$ cat src/bsi_pkg.sv
// ----------------------------------------------------------------------------
// bsi_pkg
// Shared constants and types for the bitmap set with iterator.
// ----------------------------------------------------------------------------
package bsi_pkg;

  localparam int CAPACITY_DEF  = 1024;
  localparam int WORD_BITS_DEF = 64;

  typedef enum logic [2:0] {
    ACT_CONTAINS = 3'd0,
    ACT_INSERT   = 3'd1,
    ACT_DELETE   = 3'd2,
    ACT_CLEAR    = 3'd3,
    ACT_FIRST    = 3'd4,
    ACT_NEXT     = 3'd5
  } act_t;

  typedef enum logic [1:0] {
    STAT_OK    = 2'd0,
    STAT_RANGE = 2'd1,
    STAT_DEAD  = 2'd2
  } stat_t;

  typedef enum logic [1:0] {
    ST_IDLE,
    ST_UPDATE,
    ST_SCAN
  } state_t;

endpackage

$ cat src/bitmap_set_with_iterator.sv
// ----------------------------------------------------------------------------
// bitmap_set_with_iterator
// Set of small integers held as bitmap words in a RAM, with a member count
// and one iterator that walks the members in ascending order.
// ----------------------------------------------------------------------------
// In-range contains, insert and delete read one word, then modify and write back.
// Clear and the unused codes are answered from idle, as is a next on a
// dead iterator or past the top. Iterate first and next scan one RAM word a
// cycle. The result strobe follows the last cycle. Reset empties the set at
// once through per-word valid flags and kills the iterator; the receiver
// cannot stall, so results are never held.
module bitmap_set_with_iterator
  import bsi_pkg::*;
#(
  parameter int CAPACITY  = bsi_pkg::CAPACITY_DEF,
  parameter int WORD_BITS = bsi_pkg::WORD_BITS_DEF
) (
  input  logic        clk,
  input  logic        rst,
  input  logic        start,
  output logic        busy,
  input  logic [2:0]  action,
  input  logic [15:0] value,
  output logic        done,
  output logic [1:0]  status,
  output logic        hit,
  output logic [15:0] iter_value,
  output logic        iter_valid,
  output logic [16:0] member_total
);

  localparam int WC = (CAPACITY + WORD_BITS - 1) / WORD_BITS;
  localparam int WI = (WC > 1) ? $clog2(WC) : 1;
  localparam int BW = $clog2(WORD_BITS);
  localparam int PW = $clog2(CAPACITY);
  localparam int CW = $clog2(CAPACITY + 1);

  state_t             state, state_next;
  act_t               act, act_next;
  logic [WI-1:0]      word_sel, word_sel_next;
  logic [BW-1:0]      bit_sel, bit_sel_next;
  logic [WC-1:0]      valid, valid_next;
  logic [CW-1:0]      count, count_next;
  logic [PW-1:0]      pos, pos_next;
  logic               live, live_next;
  logic [WI-1:0]      scan_w, scan_w_next;
  logic [BW-1:0]      scan_lo, scan_lo_next;
  logic               done_next;
  stat_t              stat, stat_next;
  logic               hit_next;

  logic                 ram_we;
  logic [WI-1:0]        ram_raddr;
  logic [WORD_BITS-1:0] ram_wdata, ram_rdata;
  logic [WORD_BITS-1:0] word_eff, scan_word;
  logic                 ffs_found;
  logic [BW-1:0]        ffs_idx;
  logic                 cur_bit;
  logic                 in_range;
  logic [PW:0]          next_start;
  logic                 next_end;
  logic [WI-1:0]        next_word;
  logic [WI-1:0]        value_word;
  act_t                 act_in;

  assign act_in     = act_t'(action);
  assign in_range   = {1'b0, value} < 17'(CAPACITY);
  assign value_word = WI'(value >> BW);
  assign next_start = {1'b0, pos} + 1'b1;
  assign next_end   = next_start == (PW + 1)'(CAPACITY);
  assign next_word  = WI'(next_start >> BW);

  assign word_eff  = (state == ST_SCAN) ? (valid[scan_w] ? ram_rdata : '0)
                                        : (valid[word_sel] ? ram_rdata : '0);
  assign scan_word = word_eff & ({WORD_BITS{1'b1}} << scan_lo);
  assign cur_bit   = word_eff[bit_sel];
  assign ram_we    = (state == ST_UPDATE) &&
                     (((act == ACT_INSERT) && !cur_bit) || ((act == ACT_DELETE) && cur_bit));
  assign ram_wdata = word_eff ^ (WORD_BITS'(1) << bit_sel);

  always_comb begin
    if (state == ST_SCAN) begin
      ram_raddr = scan_w + 1'b1;
    end else begin
      case (act_in)
        ACT_FIRST: ram_raddr = '0;
        ACT_NEXT:  ram_raddr = next_word;
        default:   ram_raddr = value_word;
      endcase
    end
  end

  bsi_ram #(
    .WIDTH (WORD_BITS),
    .DEPTH (WC),
    .AW    (WI)
  ) u_ram (
    .clk   (clk),
    .we    (ram_we),
    .waddr (word_sel),
    .wdata (ram_wdata),
    .raddr (ram_raddr),
    .rdata (ram_rdata)
  );

  bsi_ffs #(
    .W  (WORD_BITS),
    .BW (BW)
  ) u_ffs (
    .word  (scan_word),
    .found (ffs_found),
    .idx   (ffs_idx)
  );

  always_comb begin
    state_next    = state;
    act_next      = act;
    word_sel_next = word_sel;
    bit_sel_next  = bit_sel;
    valid_next    = valid;
    count_next    = count;
    pos_next      = pos;
    live_next     = live;
    scan_w_next   = scan_w;
    scan_lo_next  = scan_lo;
    done_next     = 1'b0;
    stat_next     = stat;
    hit_next      = hit;
    case (state)
      ST_IDLE: begin
        if (start) begin
          stat_next = STAT_OK;
          hit_next  = 1'b0;
          case (act_in)
            ACT_CONTAINS, ACT_INSERT, ACT_DELETE: begin
              if (!in_range) begin
                stat_next = STAT_RANGE;
                done_next = 1'b1;
              end else begin
                act_next      = act_in;
                word_sel_next = value_word;
                bit_sel_next  = value[BW-1:0];
                state_next    = ST_UPDATE;
              end
            end
            ACT_CLEAR: begin
              valid_next = '0;
              count_next = '0;
              done_next  = 1'b1;
            end
            ACT_FIRST: begin
              scan_w_next  = '0;
              scan_lo_next = '0;
              state_next   = ST_SCAN;
            end
            ACT_NEXT: begin
              if (!live) begin
                stat_next = STAT_DEAD;
                done_next = 1'b1;
              end else if (next_end) begin
                pos_next  = '0;
                live_next = 1'b0;
                done_next = 1'b1;
              end else begin
                scan_w_next  = next_word;
                scan_lo_next = next_start[BW-1:0];
                state_next   = ST_SCAN;
              end
            end
            default: begin
              done_next = 1'b1;
            end
          endcase
        end
      end
      ST_UPDATE: begin
        hit_next   = (act == ACT_CONTAINS) ? cur_bit : ram_we;
        done_next  = 1'b1;
        state_next = ST_IDLE;
        if (ram_we) begin
          valid_next[word_sel] = 1'b1;
          count_next = (act == ACT_INSERT) ? count + 1'b1 : count - 1'b1;
        end
      end
      ST_SCAN: begin
        scan_lo_next = '0;
        if (ffs_found) begin
          pos_next   = PW'({scan_w, ffs_idx});
          live_next  = 1'b1;
          done_next  = 1'b1;
          state_next = ST_IDLE;
        end else if (scan_w == WI'(WC - 1)) begin
          pos_next   = '0;
          live_next  = 1'b0;
          done_next  = 1'b1;
          state_next = ST_IDLE;
        end else begin
          scan_w_next = scan_w + 1'b1;
        end
      end
      default: begin
        state_next = ST_IDLE;
      end
    endcase
  end

  always_ff @(posedge clk) begin
    if (rst) begin
      state <= ST_IDLE;
      valid <= '0;
      count <= '0;
      pos   <= '0;
      live  <= 1'b0;
      done  <= 1'b0;
    end else begin
      state <= state_next;
      valid <= valid_next;
      count <= count_next;
      pos   <= pos_next;
      live  <= live_next;
      done  <= done_next;
    end
  end

  always_ff @(posedge clk) begin
    act      <= act_next;
    word_sel <= word_sel_next;
    bit_sel  <= bit_sel_next;
    scan_w   <= scan_w_next;
    scan_lo  <= scan_lo_next;
    stat     <= stat_next;
    hit      <= hit_next;
  end

  assign busy         = state != ST_IDLE;
  assign status       = stat;
  assign iter_valid   = live;
  assign iter_value   = live ? 16'(pos) : 16'd0;
  assign member_total = 17'(count);

  a_done_idle: assert property (@(posedge clk) disable iff (rst) done |-> !busy)
    else $error("result strobe while still working");
  a_accept_resp: assert property (@(posedge clk) disable iff (rst)
    (start && !busy) |=> (done || busy))
    else $error("accepted item neither answered nor in progress");
  a_count_cap: assert property (@(posedge clk) disable iff (rst)
    {1'b0, count} <= (CW + 1)'(CAPACITY))
    else $error("member count beyond capacity");
  a_dead_pos: assert property (@(posedge clk) disable iff (rst) !live |-> pos == '0)
    else $error("dead iterator holds a position");
  a_write_upd: assert property (@(posedge clk) disable iff (rst)
    ram_we |-> state == ST_UPDATE)
    else $error("word written outside an update");

endmodule

$ cat src/bsi_ram.sv
// ----------------------------------------------------------------------------
// bsi_ram
// Generic single-write, single-read synchronous RAM with registered read.
// ----------------------------------------------------------------------------
module bsi_ram #(
  parameter int WIDTH = 64,
  parameter int DEPTH = 16,
  parameter int AW    = (DEPTH > 1) ? $clog2(DEPTH) : 1
) (
  input  logic             clk,
  input  logic             we,
  input  logic [AW-1:0]    waddr,
  input  logic [WIDTH-1:0] wdata,
  input  logic [AW-1:0]    raddr,
  output logic [WIDTH-1:0] rdata
);

  logic [WIDTH-1:0] mem [DEPTH];

  always_ff @(posedge clk) begin
    if (we) begin
      mem[waddr] <= wdata;
    end
    rdata <= mem[raddr];
  end

endmodule

$ cat src/bsi_ffs.sv
// ----------------------------------------------------------------------------
// bsi_ffs
// Finds the lowest set bit of one bitmap word.
// ----------------------------------------------------------------------------
module bsi_ffs #(
  parameter int W  = 64,
  parameter int BW = (W > 1) ? $clog2(W) : 1
) (
  input  logic [W-1:0]  word,
  output logic          found,
  output logic [BW-1:0] idx
);

  always_comb begin
    idx = '0;
    for (int i = W - 1; i >= 0; i--) begin
      if (word[i]) begin
        idx = BW'(i);
      end
    end
    found = |word;
  end

endmodule

$ cat config.mk
export PLATFORM = sky130hd
export DESIGN_NAME = bitmap_set_with_iterator
export DESIGN_NICKNAME = d
export VERILOG_FILES = /design/src/bsi_pkg.sv /design/src/bitmap_set_with_iterator.sv /design/src/bsi_ram.sv /design/src/bsi_ffs.sv
export SDC_FILE = /design/constraint.sdc
export NUM_CORES = 2
export LEC_CHECK = 0
export BUFFER_PORTS_ARGS = -buffer_cell sky130_fd_sc_hd__clkbuf_2
export CAP_MARGIN = 20
export CORE_MARGIN = 2
export CORE_UTILIZATION = 58
export DETAILED_ROUTE_END_ITERATION = 12
export MAX_ROUTING_LAYER = met4
export PLACE_DENSITY = 0.8
export SLEW_MARGIN = 0
export SYNTH_ARGS = -nofsm -noshare
export SYNTH_HDL_FRONTEND = slang
export SYNTH_SLANG_ARGS = --single-unit
$ cat constraint.sdc
create_clock -name clk -period 24.4 [get_ports clk]
set_input_delay 1.22 -clock clk [delete_from_list [all_inputs] [get_ports clk]]
set_output_delay 1.22 -clock clk [all_outputs]
set_load 0.01 [all_outputs]
# Word level (Yosys, flattened, before mapping)
# Memories as Yosys holds them, arrays and structs flattened. A register that Yosys moved wholly into a read port is not among the register bits.
# Cells that the tools add are included.
totals:
  input_bits: 22
  register_bits: 67
  mem_bits_rw: 1024
  word_cells: 213
  mem_count: 1
mem_list:
  columns: ["memory", "depth", "word_bits", "rd", "rd_clocked_by_memory_dff", "wr", "line_no", "text"]
  rows:
  - ["u_ram.mem", 16, 64, 1, 1, 1, "bsi_ram.sv:18", "logic [WIDTH-1:0] mem [DEPTH];"]
op_classes:
  n_eq_ne: 25
  magnitude_cmp: 5
  n_addsub: 4
  reduce_logical: 23
  muxes: 137
  shifts: 2
  n_bitwise: 3
op_table:
  columns: ["operator", "n"]
  rows:
  - ["6-bit two-way mux", 67]
  - ["64-bit two-way mux", 3]
  - ["10-bit two-way mux", 7]
  - ["64-bit AND", 1]
  - ["64-bit OR reduction", 1]
  - ["1-bit by 6-bit << shifter with 64-bit output (first input constant)", 1]
  - ["64-bit by 6-bit << shifter with 64-bit output (first input constant)", 1]
  - ["64-bit bitwise XOR", 1]
  - ["16-bit two-way mux", 3]
  - ["11-bit two-way mux", 4]
  - ["16-bit one-hot mux with 2 select lines", 1]
  - ["4-bit two-way mux", 6]
  - ["4-bit one-hot mux with 2 select lines", 3]
  - ["6-bit one-hot mux with 2 select lines", 2]
  - ["11-bit one-hot mux with 2 select lines", 1]
  - ["1-bit two-way mux", 21]
  - ["10-bit one-hot mux with 2 select lines", 1]
  - ["16-bit by 11-bit less-than comparator with 1-bit output (second input constant)", 1]
  - ["16-bit bitwise OR", 1]
  - ["2-bit two-way mux", 7]
  - ["2-bit != test (second input constant)", 6]
  - ["4-bit AND reduction", 3]
  - ["6-bit AND reduction", 2]
  - ["10-bit by 1-bit adder with 11-bit output (second input constant)", 1]
  - ["other kinds (35)", 54]

# Logic depth before layout (Yosys ltp)
depth:
  ltp_word: 71
  ltp_mapped: 13

# Cells and area by module
# A second synthesis with hierarchy kept.
unflattened:
  hier_cells: 2584
  area_unflattened_um2: 46739.8
by_module_without_submodules:
  columns: ["mod", "instances", "area_each_um2", "cells_each"]
  rows:
  - ["bsi_ram", 1, 39581.7, 1647]
  - ["bitmap_set_with_iterator", 1, 6271.0, 792]
  - ["bsi_ffs", 1, 887.1, 145]

# Worst setup path after synthesis
# Ideal clock, no wire load.
synth_path:
  path_kind: "register -> register"
  from: "register scan_w[0]"
  to: "memory u_ram.mem[0][0], enable pin"
  synth_period_minus_slack_ps: 7888
  stages_incl_launch_ff: 12
  setup_slack_ps: 16512
  t_arrival_ps: 7323
  setup_time_ps: 565
  path_buffers: 4
  t_required_ps: 23835
  path_cell_list: "edfxtp_1 buf_4 mux4_2 mux4_2 and2_4 or3_1 buf_6 a2111oi_4 nor2b_1 clkbuf_1 buf_1 nor3_1"
synth_via:
  elab_chain_cells: 12
  word_cells_on_any_way: 13
synth_lines:
  columns: ["element", "line_no", "text"]
  rows:
  - ["from (decl)", "bitmap_set_with_iterator.sv:46", "logic [WI-1:0] scan_w, scan_w_next;"]
  - ["from (signal assigned)", "bitmap_set_with_iterator.sv:229", "scan_w <= scan_w_next;"]
  - ["1-bit binary-select mux with 4-bit select (*)", "bitmap_set_with_iterator.sv:73", "assign word_eff = (state == ST_SCAN) ? (valid[scan_w] ? ram_rdata : '0)"]
  - ["1-bit two-way mux (not written as such) (*)", "bitmap_set_with_iterator.sv:73", null]
  - ["64-bit two-way mux (*) (2 in series)", "bitmap_set_with_iterator.sv:73", null]
  - ["1-bit binary-select mux with 6-bit select (*)", "bitmap_set_with_iterator.sv:76", "assign cur_bit = word_eff[bit_sel];"]
  - ["1-bit two-way mux (not written as such) (*)", "bitmap_set_with_iterator.sv:76", null]
  - ["1-bit logical NOT", "bitmap_set_with_iterator.sv:78", "(((act == ACT_INSERT) && !cur_bit) || ((act == ACT_DELETE) && cur_bit));"]
  - ["1-bit logical AND", "bitmap_set_with_iterator.sv:78", null]
  - ["1-bit logical OR (*)", "bitmap_set_with_iterator.sv:78", null]
  - ["1-bit logical AND (*)", "bitmap_set_with_iterator.sv:77", "assign ram_we = (state == ST_UPDATE) &&"]
  - ["1-bit two-way mux (*)", "bsi_ram.sv:21", "if (we) begin"]
  - ["1-bit two-way mux (not written as such) (*)", "bsi_ram.sv:22", "mem[waddr] <= wdata;"]
  - ["to (decl)", "bsi_ram.sv:18", null]
# Every way passes the cells marked *; elsewhere a longest branch is shown, timed or not. The select of a mux whose other input is x is not followed.

# Worst setup path after layout
layout_path:
  from: "input action[2]"
  to: "register u_ram.rdata[14] (read register of u_ram.mem)"
layout_via:
  elab_chain_cells: 3
  word_cells_on_any_way: 4
layout_lines:
  columns: ["element", "line_no", "text"]
  rows:
  - ["from (decl)", "bitmap_set_with_iterator.sv:22", "input logic [2:0] action,"]
  - ["3-bit == test", "bitmap_set_with_iterator.sv:85", "case (act_in)"]
  - ["4-bit one-hot mux with 2 select lines (*)", "bitmap_set_with_iterator.sv:85", null]
  - ["4-bit two-way mux (*)", "bitmap_set_with_iterator.sv:82", "if (state == ST_SCAN) begin"]
  - ["to (decl)", "bsi_ram.sv:15", "output logic [WIDTH-1:0] rdata"]
# Every way passes the cells marked *; elsewhere a longest branch is shown, timed or not.
# A chain may end at the register's enable or synchronous reset.

==> insert_results.sql <==
INSERT INTO impl_metrics (metric_group, metric, value, unit) VALUES
('routing', 'detail_route.wl_per_cell', '27.0', 'um'),
('synth', 'synth-async-reset-ratio', '0', '%'),
('worst_setup_path', 'r2r_setup_slack', '18.49', 'ns'),
('synth', 'yosys.cell_types.count', '77', ''),
('synth', 'synth.cell_area', '49700', 'um2'),
('worst_setup_path', 'critical_path.endpoint_type', 'flop', ''),
('die', 'dieArea', '88000', 'um2'),
('global_routing', 'grt_antenna_before_repair', '0', ''),
('die', 'floorplan.initialDensity', '58.5', '%'),
('worst_setup_path', 'critPathMaxFanout', '111', ''),
('final_layout', 'finish.net_count', '3289', ''),
('synth', 'synth_enable_flop_cells', '1050', ''),
('outcome', 'run_status', 'finished, final reports clean', ''),
('sta', 'hold_ws', '0.483', 'ns'),
('synth', 'synth-seq-cells', '1155', ''),
('sta', 'rsz0062_at_grt', 'no', ''),
('routing', 'viasPerCell', '6.26', ''),
('worst_setup_path', 'cp.required', '24.93', 'ns'),
('worst_setup_path', 'regToRegStartpoint', 'scan_w[0]', ''),
('sta', 'tightestPinTransition', '1.22', 'ns'),
('hold_path', 'min-delay-start', 'valid[14]', ''),
('sta', 'slew_headroom', '18.2', '%'),
('power_and_ir_drop', 'power-per-cell-area', '75.8', 'nW/um2'),
('global_routing', 'gr-usage-all-layers', '28.0', '%'),
('placement', 'io_buffers', '48', ''),
('clock_network', 'post_cts_hold_buffer_count', '0', ''),
('synth', 'yosysSeqAreaShare', '67.7', '%'),
('clock_network', 'cts.clk_slew.worst_paths', '0.06', 'ns'),
('synth', 'synthesis.yosys.warnings', '0', ''),
('final_layout', 'area_delta_synth_final', '11.0', '%'),
('clock_network', 'post_cts.repair.setup_buffers', '0', ''),
('final_layout', 'final_cell_mix', 'sky130_fd_sc_hd__edfxtp_1 (1050), sky130_fd_sc_hd__mux2i_1 (974), sky130_fd_sc_hd__nand2_1 (179)', ''),
('clock_network', 'cts-htree-levels', '3', ''),
('sta', 'timing.final.max_slew_violations', '0', ''),
('global_routing', 'pin_count_of_the_biggest_net_entering_global_routing', '139', ''),
('synth', 'postSynthCellCount', '3188', ''),
('die', 'die_h', '297', 'um'),
('clock_network', 'post_cts_resize_count', '0', ''),
('global_routing', 'grt_remaining_overflow', '0', ''),
('sta', 'totalNegativeSetupSlack', '0', 'ns'),
('final_layout', 'fillers', '5738', ''),
('die', 'rows', '107', ''),
('hold_path', 'worstHoldPathCells', '1', ''),
('placement', 'dp_hpwl', '67.9', 'mm'),
('worst_setup_path', 'worst_r2r_path_depth', '9', ''),
('clock_network', 'numClockSinks', '1155', ''),
('clock_network', 'numCtsBuffers', '110', ''),
('sta', 'timing.final.crit_share', '24.7', '%'),
('synth', 'synth_top_cell_by_area', 'sky130_fd_sc_hd__edfxtp_1', ''),
('hold_path', 'holdCritPathClass', 'flop to flop', ''),
('hold_path', 'hold_path_end', 'valid[14]', ''),
('synth', 'ys_top_cells_by_area', 'sky130_fd_sc_hd__edfxtp_1 (63%), sky130_fd_sc_hd__mux2i_1 (20%), sky130_fd_sc_hd__dfxtp_1 (4.2%)', ''),
('placement', 'routabilityCongestion', '0.975', ''),
('power_and_ir_drop', 'leakagePower', '19.4', 'nW'),
('sta', 'final_period_minus_worst_setup_slack', '6.03', 'ns'),
('worst_setup_path', 'data_arrival_time_at_the_worst_slack_endpoint', '6.56', 'ns'),
('die', 'io_pins', '61', ''),
('clock_network', 'worstSkewPairLatency', '0.69', 'ns'),
('clock_network', 'cell_at_the_root_of_the_clock_tree', 'sky130_fd_sc_hd__clkbuf_16', ''),
('routing', 'postRouteAntennaNets', '0', ''),
('routing', 'finalWirelength', '121', 'mm'),
('global_routing', 'grt_first_pass_wirelength', '179', 'mm'),
('sta', 'final-setup-viol-count', '0', ''),
('sta', 'max_freq', '0.166', 'GHz'),
('final_layout', 'drive_gt1_share', '11.4', '%'),
('worst_setup_path', 'timing.setup.critical_path_class', 'input port to flop', ''),
('final_layout', 'mostFrequentLayoutCell', 'sky130_fd_sc_hd__edfxtp_1', ''),
('synth', 'synth.avg_cell_area', '15.6', 'um2'),
('worst_setup_path', 'startpoint_type_of_the_worst_setup_path', 'input port', ''),
('die', 'standard_cell_core_area', '85000', 'um2'),
('final_layout', 'sequential_cell_area', '33600', 'um2');
Yosys cell counts (all sizes together) (4+ instances only):
| library cell | count |
|---|---|
| a31o | 4 |
| clkbuf | 118 |
| or3 | 14 |
| dfxtp | 105 |
| nand4 | 6 |
| mux2i | 974 |
| o22ai | 8 |
| a21o | 10 |
| nor2 | 82 |
| a31oi | 5 |
| a22oi | 6 |
| buf | 72 |
| and2 | 25 |
| a221o | 4 |
| xnor2 | 29 |
| nand3 | 37 |
| nor3 | 52 |
| o21ai | 56 |
| ha | 11 |
| nand2 | 179 |
| o311ai | 4 |
| o21a | 25 |
| inv | 24 |
| nand2b | 22 |
| o31ai | 5 |
| or2 | 12 |
| a21oi | 54 |
| a211oi | 6 |
| o211ai | 11 |
| edfxtp | 1050 |
| a21boi | 4 |
| xor2 | 51 |
| nor2b | 18 |
| and3 | 4 |
| a311oi | 4 |
| a22o | 8 |
| mux4 | 27 |
sequential cells by signal, summed over array words and instances (netlist names), 3 cells and up:
name	flops
act	3
bit_sel	6
count	11
pos	10
scan_lo	6
scan_w	4
u_ram.mem	1024
u_ram.rdata	64
valid	16
word_sel	4
routing by layer:
layer / global-route usage, % / up-vias / share of wire (%)
met5: - / - / 0
li1: - / 12300 / -
met3: 4.03 / 194 / 7.6
met4: 8.19 / 0 / 2.3
met2: 44.2 / 1221 / 49
met1: 38.2 / 14400 / 42
cells by family (layout without fill, tap and decap cells):
| group | Yosys count | in the layout | synth area share [%] |
|---|---|---|---|
| flops | 1155 | 1155 | 67.7 |
| buf+inv | 214 | 363 | 1.76 |
| compound gates | 251 | 251 | 3.45 |
| other cells | 1 | 14 | 0.00755 |
| mux | 1003 | 1003 | 20.9 |
| xor+xnor | 80 | 80 | 1.41 |
| fa+ha+maj | 14 | 14 | 0.358 |
| simple gates | 470 | 470 | 4.45 |
worst max path at each step:
stage          startpoint         endpoint  slack [ns]  cells after the start
2_1_floorplan   scan_w[0]  u_ram.mem[0][0]       16.51                     11
3_3_place_gp    action[2]  u_ram.rdata[27]       17.93                     12
3_5_place_dp    action[2]  u_ram.rdata[14]       17.65                     12
4_1_cts         action[2]  u_ram.rdata[14]       18.33                     12
5_1_grt         action[2]  u_ram.rdata[14]       18.10                     13
6_report        action[2]  u_ram.rdata[14]       18.37                     13
stage by stage:
stage	setup slack (ns)	instances	cell area (um2)	power [mW]	utilization [%]
2_1_floorplan	16.51	3199	49700	2.41	-
3_3_place_gp	17.93	4262	51200	2.49	60.3
3_5_place_dp	17.65	4264	51300	2.50	60.3
4_1_cts	18.33	4469	54900	4.19	64.6
5_1_grt	18.10	4492	55100	4.29	64.9
6_report	18.37	4494	55100	4.18	64.9
critical path, stage by stage:
cell and delay, ns:
sky130_fd_sc_hd__clkbuf_2 0.15, sky130_fd_sc_hd__nor2b_1 0.52, sky130_fd_sc_hd__nand3_1 0.42, sky130_fd_sc_hd__a21o_1 0.31
sky130_fd_sc_hd__nand3_4 0.70, sky130_fd_sc_hd__buf_4 0.77, sky130_fd_sc_hd__buf_12 0.60, sky130_fd_sc_hd__buf_4 0.63
sky130_fd_sc_hd__buf_12 0.34, sky130_fd_sc_hd__mux2i_1 0.24, sky130_fd_sc_hd__mux2i_1 0.10, sky130_fd_sc_hd__mux2i_1 0.22
sky130_fd_sc_hd__mux2i_1 0.12
final cells by class:
class / count / area share [%]
Antenna cell: 2 / 0.00908
Inverter: 24 / 0.163
Timing Repair Buffer: 134 / 1.71
Sequential cell: 1155 / 61.0
Tap cell: 1144 / 2.60
Multi-Input combinational cell: 1830 / 27.9
Clock inverter: 66 / 1.23
Clock buffer: 139 / 5.42
where the power goes:
group	internal, mW	total, mW	switching (mW)
logic	0.123	0.273	0.150
registers	2.15	2.19	0.0421
clock network	0.994	1.72	0.727
Note: power is estimated with default switching activity, not from simulation.
